### src/ecpr_pkg.sv
// ----------------------------------------------------------------------------
// Excitation current PI regulator package
// Shared widths, register indexes, limits and the two breakpoint tables.
// ----------------------------------------------------------------------------
package ecpr_pkg;

   localparam int SPEED_W = 16;
   localparam int VOLT_W  = 12;
   localparam int CUR_W   = 12;
   localparam int GAIN_W  = 16;
   localparam int LEVEL_W = 5;
   localparam int DUTY_W  = 16;
   localparam int ERR_W   = 13;
   localparam int PROD_W  = GAIN_W + ERR_W;
   localparam int ACC_W   = 32;
   localparam int RATIO_W = 16;
   localparam int TGT_W   = 11;
   localparam int BP_IDX_W = 6;

   localparam int REQ_DATA_W = 40;
   localparam int RSP_DATA_W = 24;

   localparam int CSR_INDEX_W = 2;
   localparam int CSR_DATA_W  = 16;

   localparam logic [CSR_INDEX_W-1:0] CSR_PROP_GAIN  = 2'd0;
   localparam logic [CSR_INDEX_W-1:0] CSR_INTEG_GAIN = 2'd1;
   localparam logic [CSR_INDEX_W-1:0] CSR_OVR_ENABLE = 2'd2;
   localparam logic [CSR_INDEX_W-1:0] CSR_OVR_LEVEL  = 2'd3;

   localparam logic [VOLT_W-1:0] MIN_VOLTAGE = 12'd885;

   localparam int TABLE_ENTRIES = 20;
   localparam int SEARCH_LIMIT  = 14;

   // dividend is the speed magnitude followed by twelve zero bits
   localparam int DIV_SHIFT = 12;
   localparam int DIV_STEPS = RATIO_W + DIV_SHIFT;
   localparam int MUL_STEPS = GAIN_W;

   function automatic logic [RATIO_W-1:0] ratio_bp(input logic [BP_IDX_W-1:0] idx);
      logic [RATIO_W-1:0] val;
      unique case (idx)
         6'd0:    val = 16'd16087;
         6'd1:    val = 16'd8143;
         6'd2:    val = 16'd6784;
         6'd3:    val = 16'd5881;
         6'd4:    val = 16'd5099;
         6'd5:    val = 16'd4504;
         6'd6:    val = 16'd4033;
         6'd7:    val = 16'd3684;
         6'd8:    val = 16'd3407;
         6'd9:    val = 16'd3167;
         6'd10:   val = 16'd2957;
         6'd11:   val = 16'd2764;
         6'd12:   val = 16'd2670;
         6'd13:   val = 16'd2516;
         6'd14:   val = 16'd2438;
         6'd15:   val = 16'd2294;
         6'd16:   val = 16'd2104;
         6'd17:   val = 16'd2040;
         6'd18:   val = 16'd1966;
         6'd19:   val = 16'd1854;
         default: val = 16'd0;
      endcase
      return val;
   endfunction

   function automatic logic [TGT_W-1:0] cur_target(input logic [BP_IDX_W-1:0] idx);
      logic [TGT_W-1:0] val;
      unique case (idx)
         6'd0:    val = 11'd0;
         6'd1:    val = 11'd62;
         6'd2:    val = 11'd124;
         6'd3:    val = 11'd186;
         6'd4:    val = 11'd248;
         6'd5:    val = 11'd310;
         6'd6:    val = 11'd372;
         6'd7:    val = 11'd434;
         6'd8:    val = 11'd496;
         6'd9:    val = 11'd559;
         6'd10:   val = 11'd621;
         6'd11:   val = 11'd683;
         6'd12:   val = 11'd745;
         6'd13:   val = 11'd807;
         6'd14:   val = 11'd869;
         6'd15:   val = 11'd993;
         6'd16:   val = 11'd1117;
         6'd17:   val = 11'd1241;
         6'd18:   val = 11'd1489;
         6'd19:   val = 11'd1986;
         default: val = 11'd0;
      endcase
      return val;
   endfunction

endpackage

### src/excitation_current_pi_regulator.sv
// ----------------------------------------------------------------------------
// Excitation current PI regulator
// Picks a current level from the speed-per-volt ratio and runs a PI step
// on the excitation current error to produce the PWM duty word.
// ----------------------------------------------------------------------------
// Path: on the full path a word passes the serial divider, a breakpoint
//   search of up to 15 steps and the serial multiply before the result word;
//   when the level is 0 the multiply is skipped, and the divide is skipped by
//   override or low bus voltage.
// No new word is taken while one is in progress; the next word is taken once
//   the result is in the output register. Reset clears all control state, the
//   config registers and the integral term to zero.
// ----------------------------------------------------------------------------
module excitation_current_pi_regulator
   import ecpr_pkg::*;
(
   input  logic                   clock,
   input  logic                   reset,
   input  logic                   req_tvalid,
   output logic                   req_tready,
   // speed_raw[15:0], bus_voltage_raw[27:16], field_current_raw[39:28]
   input  logic [REQ_DATA_W-1:0]  req_tdata,
   output logic                   rsp_tvalid,
   input  logic                   rsp_tready,
   // pwm_duty[15:0], level_index[20:16], zero fill
   output logic [RSP_DATA_W-1:0]  rsp_tdata,
   input  logic                   csr_wen,
   input  logic [CSR_INDEX_W-1:0] csr_index,
   input  logic [CSR_DATA_W-1:0]  csr_wdata
);

   localparam logic [2:0] S_IDLE = 3'd0;
   localparam logic [2:0] S_DIV  = 3'd1;
   localparam logic [2:0] S_SRCH = 3'd2;
   localparam logic [2:0] S_LVL  = 3'd3;
   localparam logic [2:0] S_MUL  = 3'd4;
   localparam logic [2:0] S_ACC  = 3'd5;
   localparam logic [2:0] S_DUTY = 3'd6;
   localparam logic [2:0] S_OUT  = 3'd7;

   logic [2:0]               state_ff, state_in;
   logic [GAIN_W-1:0]        prop_gain_ff, prop_gain_in;
   logic [GAIN_W-1:0]        integ_gain_ff, integ_gain_in;
   logic                     ovr_en_ff, ovr_en_in;
   logic [LEVEL_W-1:0]       ovr_level_ff, ovr_level_in;
   logic [CUR_W-1:0]         cur_ff, cur_in;
   logic [RATIO_W-1:0]       mag_ff, mag_in;
   logic [LEVEL_W-1:0]       idx_ff, idx_in;
   logic [LEVEL_W-1:0]       level_ff, level_in;
   logic [DUTY_W-1:0]        p_lo_ff, p_lo_in;
   logic signed [PROD_W-1:0] ih_ff, ih_in;
   logic [ACC_W-1:0]         acc_ff, acc_in;
   logic [DUTY_W-1:0]        duty_ff, duty_in;
   logic                     rsp_valid_ff, rsp_valid_in;
   logic [DUTY_W-1:0]        rsp_duty_ff, rsp_duty_in;
   logic [LEVEL_W-1:0]       rsp_level_ff, rsp_level_in;

   logic                     req_accept;
   logic [SPEED_W-1:0]       spd;
   logic [VOLT_W-1:0]        volt;
   logic [RATIO_W-1:0]       spd_mag;
   logic                     low_volt;
   logic [LEVEL_W-1:0]       ovr_sat;
   logic                     slot_free;
   logic                     div_start, div_done;
   logic [RATIO_W-1:0]       div_quo;
   logic                     mul_start, mul_p_done, mul_i_done;
   logic signed [ERR_W-1:0]  err;
   logic signed [PROD_W-1:0] prod_p, prod_i;
   logic signed [PROD_W-1:0] prod_i_rnd;

   assign req_tready = (state_ff == S_IDLE);
   assign req_accept = req_tvalid && req_tready;
   assign spd        = req_tdata[15:0];
   assign volt       = req_tdata[27:16];
   assign spd_mag    = spd[SPEED_W-1] ? (~spd + 1'b1) : spd;
   assign low_volt   = (volt < MIN_VOLTAGE);
   assign ovr_sat    = (ovr_level_ff > LEVEL_W'(TABLE_ENTRIES - 1)) ?
                       LEVEL_W'(TABLE_ENTRIES - 1) : ovr_level_ff;
   assign slot_free  = !rsp_valid_ff || rsp_tready;
   assign div_start  = req_accept && !ovr_en_ff && !low_volt;
   assign mul_start  = (state_ff == S_LVL) && (level_ff != '0);
   assign err        = $signed({2'b00, cur_target(BP_IDX_W'(level_ff))})
                       - $signed({1'b0, cur_ff});
   assign prod_i_rnd = prod_i + PROD_W'(prod_i[PROD_W-1]);

   ecpr_div u_div (
      .clock    (clock),
      .reset    (reset),
      .start    (div_start),
      .dividend (spd_mag),
      .divisor  (volt),
      .done     (div_done),
      .quotient (div_quo)
   );

   ecpr_mul u_mul_p (
      .clock   (clock),
      .reset   (reset),
      .start   (mul_start),
      .gain    (prop_gain_ff),
      .err     (err),
      .done    (mul_p_done),
      .product (prod_p)
   );

   ecpr_mul u_mul_i (
      .clock   (clock),
      .reset   (reset),
      .start   (mul_start),
      .gain    (integ_gain_ff),
      .err     (err),
      .done    (mul_i_done),
      .product (prod_i)
   );

   always_comb begin
      prop_gain_in  = prop_gain_ff;
      integ_gain_in = integ_gain_ff;
      ovr_en_in     = ovr_en_ff;
      ovr_level_in  = ovr_level_ff;
      if (csr_wen) begin
         unique case (csr_index)
            CSR_PROP_GAIN:  prop_gain_in  = csr_wdata;
            CSR_INTEG_GAIN: integ_gain_in = csr_wdata;
            CSR_OVR_ENABLE: ovr_en_in     = csr_wdata[0];
            CSR_OVR_LEVEL:  ovr_level_in  = csr_wdata[LEVEL_W-1:0];
         endcase
      end
   end

   always_comb begin
      state_in     = state_ff;
      cur_in       = cur_ff;
      mag_in       = mag_ff;
      idx_in       = idx_ff;
      level_in     = level_ff;
      p_lo_in      = p_lo_ff;
      ih_in        = ih_ff;
      acc_in       = acc_ff;
      duty_in      = duty_ff;
      rsp_valid_in = rsp_valid_ff && !rsp_tready;
      rsp_duty_in  = rsp_duty_ff;
      rsp_level_in = rsp_level_ff;
      unique case (state_ff)
         S_IDLE: begin
            if (req_accept) begin
               cur_in = req_tdata[39:28];
               if (ovr_en_ff) begin
                  level_in = ovr_sat;
                  state_in = S_LVL;
               end else if (low_volt) begin
                  level_in = '0;
                  state_in = S_LVL;
               end else begin
                  state_in = S_DIV;
               end
            end
         end
         S_DIV: begin
            if (div_done) begin
               mag_in   = div_quo;
               idx_in   = '0;
               state_in = S_SRCH;
            end
         end
         S_SRCH: begin
            priority if (idx_ff == LEVEL_W'(SEARCH_LIMIT)) begin
               level_in = LEVEL_W'(SEARCH_LIMIT);
               state_in = S_LVL;
            end else if (mag_ff > ratio_bp(BP_IDX_W'(idx_ff) + 1'b1)) begin
               level_in = idx_ff;
               state_in = S_LVL;
            end else begin
               idx_in = idx_ff + 1'b1;
            end
         end
         S_LVL: begin
            if (level_ff == '0) begin
               duty_in  = '0;
               state_in = S_OUT;
            end else begin
               state_in = S_MUL;
            end
         end
         S_MUL: begin
            if (mul_i_done && mul_p_done) begin
               p_lo_in  = prod_p[DUTY_W-1:0];
               ih_in    = prod_i_rnd >>> 1;
               state_in = S_ACC;
            end
         end
         S_ACC: begin
            acc_in   = acc_ff + ACC_W'(ih_ff);
            state_in = S_DUTY;
         end
         S_DUTY: begin
            duty_in  = p_lo_ff + acc_ff[DUTY_W-1:0];
            state_in = S_OUT;
         end
         S_OUT: begin
            if (slot_free) begin
               rsp_valid_in = 1'b1;
               rsp_duty_in  = duty_ff;
               rsp_level_in = level_ff;
               state_in     = S_IDLE;
            end
         end
      endcase
   end

   always_ff @(posedge clock) begin
      if (reset) begin
         state_ff      <= S_IDLE;
         prop_gain_ff  <= '0;
         integ_gain_ff <= '0;
         ovr_en_ff     <= 1'b0;
         ovr_level_ff  <= '0;
         acc_ff        <= '0;
         rsp_valid_ff  <= 1'b0;
      end else begin
         state_ff      <= state_in;
         prop_gain_ff  <= prop_gain_in;
         integ_gain_ff <= integ_gain_in;
         ovr_en_ff     <= ovr_en_in;
         ovr_level_ff  <= ovr_level_in;
         acc_ff        <= acc_in;
         rsp_valid_ff  <= rsp_valid_in;
      end
      cur_ff       <= cur_in;
      mag_ff       <= mag_in;
      idx_ff       <= idx_in;
      level_ff     <= level_in;
      p_lo_ff      <= p_lo_in;
      ih_ff        <= ih_in;
      duty_ff      <= duty_in;
      rsp_duty_ff  <= rsp_duty_in;
      rsp_level_ff <= rsp_level_in;
   end

   assign rsp_tvalid = rsp_valid_ff;
   assign rsp_tdata  = {{(RSP_DATA_W - DUTY_W - LEVEL_W){1'b0}}, rsp_level_ff, rsp_duty_ff};

   a_rsp_from_out: assert property (@(posedge clock) disable iff (reset)
      $rose(rsp_valid_ff) |-> $past(state_ff == S_OUT))
      else $error("result word raised outside the output step");

   a_level_range: assert property (@(posedge clock) disable iff (reset)
      rsp_valid_ff |-> (rsp_level_ff <= LEVEL_W'(TABLE_ENTRIES - 1)))
      else $error("result level beyond the table");

   a_level_zero_duty: assert property (@(posedge clock) disable iff (reset)
      (rsp_valid_ff && (rsp_level_ff == '0)) |-> (rsp_duty_ff == '0))
      else $error("nonzero duty at level zero");

   a_acc_update: assert property (@(posedge clock) disable iff (reset)
      (!$past(reset) && !$stable(acc_ff)) |-> $past(state_ff == S_ACC))
      else $error("integral term changed outside the accumulate step");

   a_mul_pair: assert property (@(posedge clock) disable iff (reset)
      mul_p_done |-> mul_i_done)
      else $error("gain multipliers out of step");

endmodule

### src/ecpr_div.sv
// ----------------------------------------------------------------------------
// Bit-serial ratio divider
// Restoring divide of the speed magnitude times 4096 by the bus voltage,
// one quotient bit per cycle; keeps the low quotient bits only.
// ----------------------------------------------------------------------------
module ecpr_div
   import ecpr_pkg::*;
(
   input  logic               clock,
   input  logic               reset,
   input  logic               start,
   input  logic [RATIO_W-1:0] dividend,
   input  logic [VOLT_W-1:0]  divisor,
   output logic               done,
   output logic [RATIO_W-1:0] quotient
);

   localparam int CNT_W = $clog2(DIV_STEPS);

   logic               busy_ff, busy_in;
   logic               done_ff, done_in;
   logic [CNT_W-1:0]   cnt_ff, cnt_in;
   logic [RATIO_W-1:0] dvd_ff, dvd_in;
   logic [VOLT_W-1:0]  dsr_ff, dsr_in;
   logic [VOLT_W-1:0]  rem_ff, rem_in;
   logic [RATIO_W-1:0] quo_ff, quo_in;

   logic              bit_in;
   logic [VOLT_W:0]   trial;
   logic [VOLT_W:0]   diff;
   logic              ge;

   always_comb begin
      bit_in = (cnt_ff < CNT_W'(RATIO_W)) ? dvd_ff[RATIO_W-1] : 1'b0;
      trial  = {rem_ff, bit_in};
      diff   = trial - {1'b0, dsr_ff};
      ge     = (trial >= {1'b0, dsr_ff});

      busy_in = busy_ff;
      done_in = 1'b0;
      cnt_in  = cnt_ff;
      dvd_in  = dvd_ff;
      dsr_in  = dsr_ff;
      rem_in  = rem_ff;
      quo_in  = quo_ff;
      if (start) begin
         busy_in = 1'b1;
         cnt_in  = '0;
         dvd_in  = dividend;
         dsr_in  = divisor;
         rem_in  = '0;
      end else if (busy_ff) begin
         dvd_in = {dvd_ff[RATIO_W-2:0], 1'b0};
         rem_in = ge ? diff[VOLT_W-1:0] : trial[VOLT_W-1:0];
         quo_in = {quo_ff[RATIO_W-2:0], ge};
         cnt_in = cnt_ff + 1'b1;
         if (cnt_ff == CNT_W'(DIV_STEPS - 1)) begin
            busy_in = 1'b0;
            done_in = 1'b1;
         end
      end
   end

   always_ff @(posedge clock) begin
      if (reset) begin
         busy_ff <= 1'b0;
         done_ff <= 1'b0;
         cnt_ff  <= '0;
      end else begin
         busy_ff <= busy_in;
         done_ff <= done_in;
         cnt_ff  <= cnt_in;
      end
      dvd_ff <= dvd_in;
      dsr_ff <= dsr_in;
      rem_ff <= rem_in;
      quo_ff <= quo_in;
   end

   assign done     = done_ff;
   assign quotient = quo_ff;

endmodule

### src/ecpr_mul.sv
// ----------------------------------------------------------------------------
// Bit-serial gain multiplier
// Shift-and-add product of an unsigned gain and a signed current error,
// one gain bit per cycle.
// ----------------------------------------------------------------------------
module ecpr_mul
   import ecpr_pkg::*;
(
   input  logic                     clock,
   input  logic                     reset,
   input  logic                     start,
   input  logic [GAIN_W-1:0]        gain,
   input  logic signed [ERR_W-1:0]  err,
   output logic                     done,
   output logic signed [PROD_W-1:0] product
);

   localparam int CNT_W = $clog2(MUL_STEPS);

   logic                     busy_ff, busy_in;
   logic                     done_ff, done_in;
   logic [CNT_W-1:0]         cnt_ff, cnt_in;
   logic [GAIN_W-1:0]        gain_ff, gain_in;
   logic signed [PROD_W-1:0] mcand_ff, mcand_in;
   logic signed [PROD_W-1:0] acc_ff, acc_in;

   always_comb begin
      busy_in  = busy_ff;
      done_in  = 1'b0;
      cnt_in   = cnt_ff;
      gain_in  = gain_ff;
      mcand_in = mcand_ff;
      acc_in   = acc_ff;
      if (start) begin
         busy_in  = 1'b1;
         cnt_in   = '0;
         gain_in  = gain;
         mcand_in = PROD_W'(err);
         acc_in   = '0;
      end else if (busy_ff) begin
         if (gain_ff[0]) begin
            acc_in = acc_ff + mcand_ff;
         end
         gain_in  = gain_ff >> 1;
         mcand_in = mcand_ff <<< 1;
         cnt_in   = cnt_ff + 1'b1;
         if (cnt_ff == CNT_W'(MUL_STEPS - 1)) begin
            busy_in = 1'b0;
            done_in = 1'b1;
         end
      end
   end

   always_ff @(posedge clock) begin
      if (reset) begin
         busy_ff <= 1'b0;
         done_ff <= 1'b0;
         cnt_ff  <= '0;
      end else begin
         busy_ff <= busy_in;
         done_ff <= done_in;
         cnt_ff  <= cnt_in;
      end
      gain_ff  <= gain_in;
      mcand_ff <= mcand_in;
      acc_ff   <= acc_in;
   end

   assign done    = done_ff;
   assign product = acc_ff;

endmodule
### config.mk
export PLATFORM = sky130hd
export DESIGN_NAME = excitation_current_pi_regulator
export DESIGN_NICKNAME = d
export VERILOG_FILES = /design/src/ecpr_pkg.sv /design/src/excitation_current_pi_regulator.sv /design/src/ecpr_div.sv /design/src/ecpr_mul.sv
export SDC_FILE = /design/constraint.sdc
export NUM_CORES = 1
export LEC_CHECK = 0
export ABC_CLOCK_PERIOD_IN_PS = 7850
export BUFFER_PORTS_ARGS = -buffer_cell sky130_fd_sc_hd__buf_2
export CORE_UTILIZATION = 66
export CTS_CLUSTER_DIAMETER = 200
export DETAILED_ROUTE_END_ITERATION = 10
export GPL_TIMING_DRIVEN = 0
export PLACE_DENSITY = 0.85
export SLEW_MARGIN = 20
export SYNTH_ARGS = -nofsm -noshare
export SYNTH_HDL_FRONTEND = slang
export SYNTH_SLANG_ARGS = --single-unit
### constraint.sdc
create_clock -name clock -period 7.85 [get_ports clock]
set_clock_uncertainty 0.05 [all_clocks]
set_input_delay 1.1775 -clock clock [delete_from_list [all_inputs] [get_ports clock]]
set_output_delay 1.1775 -clock clock [all_outputs]
set_load 0.01 [all_outputs]
# After elaboration in Yosys (flattened, before gate mapping)
# Memories as Yosys holds them, arrays and structs flattened. A register that Yosys moved wholly into a read port is not among the register bits.
# Cells that the tools add are included.
# Widths: inputs -> output; s select.
[word_totals]
regBits = 416
rom_bits = 800
in_bits = 63
out_inout_bits = 26
elab_cells = 178
memories = 2
[mem_list]
columns = ["name", "words", "word_bits", "read_ports", "rd_clocked_by_memory_dff", "wr", "line_no", "rtl"]
rows = [
  ["(name not given)", 32, 14, 1, 0, 0, "ecpr_pkg.sv:43", "unique case (idx)"],
  ["(name not given)", 32, 11, 1, 1, 0, "ecpr_pkg.sv:71", "unique case (idx)"],
]
[classes]
add_sub_neg = 13
n_lt_le_gt_ge = 5
n_eq_ne = 23
n_mux = 54
bitwise = 5
n_reduce_logical = 41
[op_table]
columns = ["op", "count"]
rows = [
  ["$mux 16", 11],
  ["$mux 29", 4],
  ["$add 29x29->29", 2],
  ["$mux 5", 10],
  ["$add 32x32->32", 1],
  ["$pmux 16 s2", 1],
  ["$add 29x1->29", 1],
  ["$pmux 3 s8", 1],
  ["$reduce_and 2->1", 12],
  ["$pmux 5 s2", 2],
  ["$mux 3", 6],
  ["$add 16x1->16 const B", 1],
  ["$add 16x16->16", 1],
  ["$gt 16x16->1", 1],
  ["$not 16->16", 1],
  ["$mux 1", 15],
  ["$ge 13x12->1", 1],
  ["$sub 11x12->13", 1],
  ["$eq 3x3->1 const B", 4],
  ["$lt 12x10->1 const B", 1],
  ["$mux 12", 1],
  ["$reduce_bool 2->1", 6],
  ["$sub 12x12->12", 1],
  ["$add 5x1->5 const B", 2],
  ["other kinds (28)", 54],
]

# Logic depth before layout (Yosys ltp)
# An unclocked memory read counts as a cell.
[depth]
ltp_word = 10
mapped_depth = 24
ltp_nobuf = 22

# By module
# Synthesis repeated with hierarchy kept, for this count alone.
[unflattened]
hier_cells = 2110
area_unflattened_um2 = 21597.0
[modules_own_cells]
columns = ["mod", "instances", "cells_each", "area_per_inst_um2", "seq_area_each_um2"]
rows = [
  ["excitation_current_pi_regulator", 1, 972, 9552.9, 4594.4],
  ["ecpr_mul at u_mul_p", 1, 442, 4560.6, 2052.0],
  ["ecpr_mul at u_mul_i", 1, 457, 4539.4, 2052.0],
  ["ecpr_div", 1, 239, 2944.1, 1701.6],
]

# Least setup slack after synthesis
# No wires, ideal clock.
[synth_path]
kind = "flip-flop to flip-flop"
startpoint = "register idx_ff[0]"
endpoint = "register with a tool-made name"
setup_time_ns = 0.079
arrival_ns = 4.532
required_time_ns = 7.721
setup_slack_ns = 3.190
path_stages_with_launch = 22
path_buffers = 3
period_less_slack_ns = 4.660
cell_sequence = "edfxtp_1 ha_1 inv_1 ha_1 clkbuf_1 clkbuf_1 a21oi_1 o22ai_1 nand2_1 ha_1 nand4_1 nor4_1 nand2_1 a21o_1 o211ai_2 buf_2 mux2i_1 inv_1 ha_1 nor4bb_1 o21ai_0 o211ai_1"
[synth_lines]
columns = ["item", "line_no", "rtl"]
rows = [
  ["start, declared", "excitation_current_pi_regulator.sv:48", "logic [LEVEL_W-1:0] idx_ff, idx_in;"],
  ["start signal, assigned", "excitation_current_pi_regulator.sv:232", "idx_ff <= idx_in;"],
]

==> impl_results.md <==
- Status: finished, final reports clean
- CP Launch Type: flop
- H-tree Lvls: 2
- TritonCTS clock tree: yes
- Vias: 15.54k
- Post-synth ARST share: 0%
- Int Power: 4.617 mW
- DIE HEIGHT: 174.0 microns
- Synth-to-layout area growth: 12.38%
- Congestion Overflow GR: 0
- Resize count post-CTS: 0
- Crit path top cell by count: ha_1
- Worst Hold Class: flop to flop
- Largest family of logic cells by synthesized area: simple AND/OR/NAND/NOR gates
- Post-synthesis compound-gate area fraction: 14.78%
- Largest net degree at the start of global routing: 32
- Port Buf Inserts: 84
- Synth Warn #: 0
- Crit path max-delay cell type: edfxtp_1
- Setup slack, reg-to-reg: 1.87 ns
- Crit path arrival time: 6.37 ns
- Post-CTS repair timing setup buffer count: 0
- Clock sink total: 373
- Routed length per instance: 18.26 microns
- Simple logic cell fraction of the synthesized area: 16.77%
- Crit-path cells: ha_1 > inv_1 > ha_1 > clkbuf_1 > clkbuf_1 > a21oi_1 > o22ai_1 > nand2_1 > ha_1 > nand4_1 > nor4_1 > nand2_1 > a21o_1 > o211ai_2 > buf_2 > mux2i_1 > inv_1 > ha_1 > nor4bb_1 > o21ai_0 > o211ai_1
- Initial antenna violation count: 0
- Final period utilization: 76.23%
- Full die area: 0.03027 sq mm
- Critical path required time: 8.24 ns
- # IOs: 89
- Max stage delay on crit path: 0.57 ns
- Max Fclk: 167.1 MHz
- Leakage: 9.004 nW
- Detail Route Antenna Nets: 0
- Count of final max-slew check failures: 0
- Vias per cell: 6.081
- Clock Latency Late Sink: 0.54 ns
- Max cap viols: 0
- Flop pwr share: 39.8%
- DRC: 0
- Die W: 174.0 microns
- Vias in the first global route: 15.03k
- Post-synth top flop: edfxtp_1
- Synthesized area: 0.01952 sq mm
- Initial Util: 67.47%
- Buf/Inv on CP: 5
- Cell area power density: 317.2 mW/mm^2
- Hold Vio Cnt, Final: 0
- TritonCTS buffer count: 39
- Fin crit period: 5.984 ns
- Logic pwr share: 31.8%
- # rows: 62
- CTS root buffer: clkbuf_16
- Core area: 0.02894 sq mm
- Mux cell area share after synthesis: 1.288%
- Bufs on Longest Clock Path: 3
- Post-synthesis xor/xnor area fraction: 4.845%
- RePlAce Congestion: 0.9294
- Crit-path leading delay family: buffers and inverters
- Post-detail-place hpwl: 33850 microns
- Final setup margin: 1.866 ns
- Crit. End Element: flop
- DR pass1 iterations: 5
- Seq/Total Area, Yosys: 49.94%
- Max IR drop VDD: 198.4 uV
- Yosys reg bits: 373
- Drt total wl: 46650 microns
- Cell variety after synth: 75
- Pre-CTS setup slack: 2.082 ns
- Post-synthesis cell count: 2009
- First-pass GRT wire length: 74900 microns
- Worst slew pin tran: 0.9353 ns
- Critical path peak fanout: 10
- Share of cells above drive strength 1: 8.521%
- CP Class: flop to flop
- Switching Share: 33.65%
- Synth Area in Adders: 8.882%
- Slew headroom: 37.58%
- Total negative setup slack: 0 ns
- RSZ-0062 raised after global routing: no
- GRT Total Usage: 30.91%
- Final #Nets: 2339
- Fillers: 1954
- Syn Area/Cell: 9.718 sq um
- Number of inserted diodes: 0
- Hold Buf Count CTS: 0
- Clk pwr share: 28.4%
- EDFF count, synth: 228
- Endpoints failing setup: 0
- Initial drt markers: 1379
- NetSw: 2.342 mW
- Clk slew on worst S/H paths: 0.06 ns
-- power by group through the flow --
stage	logic [mW]	registers, mW	clock network (mW)
after detailed placement	2.13	2.80	0
final	2.21	2.77	1.98
after CTS	2.17	2.76	1.99
after global routing	2.45	2.80	2.07
after global placement	2.01	2.79	0
after floorplan	1.64	2.72	0
-- cells in the final DEF (no fill, tap or decap), types with 14 or more instances in the layout --
cell type / n
a21o_1: 57
and3_1: 18
nand4_1: 21
mux2i_1: 24
a21oi_1: 179
inv_1: 91
dfxtp_1: 145
buf_2: 85
xnor2_1: 64
nor3_1: 38
nand3_1: 42
ha_1: 129
edfxtp_1: 228
xor2_1: 44
nor2b_1: 23
o21ai_0: 97
or3_1: 15
nand2_1: 343
nand2b_1: 14
nor2_1: 153
clkbuf_1: 76
clkbuf_16: 44
a211oi_1: 17
o21a_1: 16
o31ai_1: 15
-- Yosys cell counts, drive strengths merged (38+ instances only) --
| library cell | instances | area (sq um) |
|---|---|---|
| a21o | 57 | 427.9 |
| a21oi | 179 | 895.9 |
| clkbuf | 69 | 279.0 |
| dfxtp | 145 | 2903 |
| edfxtp | 228 | 6847 |
| ha | 129 | 1614 |
| inv | 91 | 341.6 |
| nand2 | 344 | 1294 |
| nand3 | 42 | 210.2 |
| nor2 | 156 | 585.6 |
| nor3 | 38 | 190.2 |
| o21ai | 98 | 490.5 |
| xnor2 | 64 | 560.5 |
| xor2 | 44 | 385.4 |
-- worst reg2reg max path, cell delays in order (launching register included) --
cell      delay, ns
edfxtp_1       0.57
ha_1           0.28
inv_1          0.07
ha_1           0.26
clkbuf_1       0.32
clkbuf_1       0.38
a21oi_1        0.16
o22ai_1        0.17
nand2_1        0.09
ha_1           0.33
nand4_1        0.12
nor4_1         0.53
nand2_1        0.15
a21o_1         0.22
o211ai_2       0.39
buf_2          0.33
mux2i_1        0.48
inv_1          0.16
ha_1           0.30
nor4bb_1       0.26
o21ai_0        0.15
o211ai_1       0.14
-- path summary, 6_finish.rpt --
check,start,to,cells after the start
min,u_div.quotient[15],mag_ff[15],0
max reg2reg,idx_ff[0],flop,21
min reg2reg,u_div.quotient[15],mag_ff[15],0
max,idx_ff[0],flop,21
-- layout make-up --
class                           count  area (sq um)  share of cell area, %
Sequential cell                   373          9749                  44.44
Multi-Input combinational cell   1468          9139                  41.65
Clock buffer                       56          1176                  5.361
Timing Repair Buffer               89         506.7                  2.310
Tap cell                          384         480.5                  2.190
Inverter                           92         345.3                  1.574
Buffer                             78         332.8                  1.517
Clock inverter                     15         210.2                 0.9581
-- routing by layer --
metal	vias to the layer above	global-route usage, %	routed length (microns)
li1	7404	-	-
met1	7358	39.76	19200
met2	658	52.75	22360
met3	116	3.828	3247
met4	0	13.16	1839
met5	-	0	0
-- logic make-up (layout without fill, tap and decap cells) --
logic type      after synthesis  count (layout)
xor+xnor                    108             108
buf+inv                     170             330
mux                          25              25
flops                       373             373
simple gates                730             730
fa+ha+maj                   135             135
other cells                   1               3
compound gates              467             467
-- per-stage QoR --
| stage | power [mW] | area, sq um | instances | hold WS (ns) | utilization (%) |
|---|---|---|---|---|---|
| after floorplan | 4.358 | 19530 | 2011 | 0.3503 | - |
| after global placement | 4.798 | 20430 | 2479 | 0.3505 | 70.61 |
| after detailed placement | 4.932 | 20550 | 2484 | 0.3574 | 71.03 |
| after CTS | 6.924 | 21940 | 2555 | 0.3711 | 75.82 |
| after global routing | 7.313 | 21940 | 2555 | 0.3852 | 75.82 |
| final | 6.959 | 21940 | 2555 | 0.3700 | 75.82 |
Note: power is estimated with default switching activity, not from simulation.
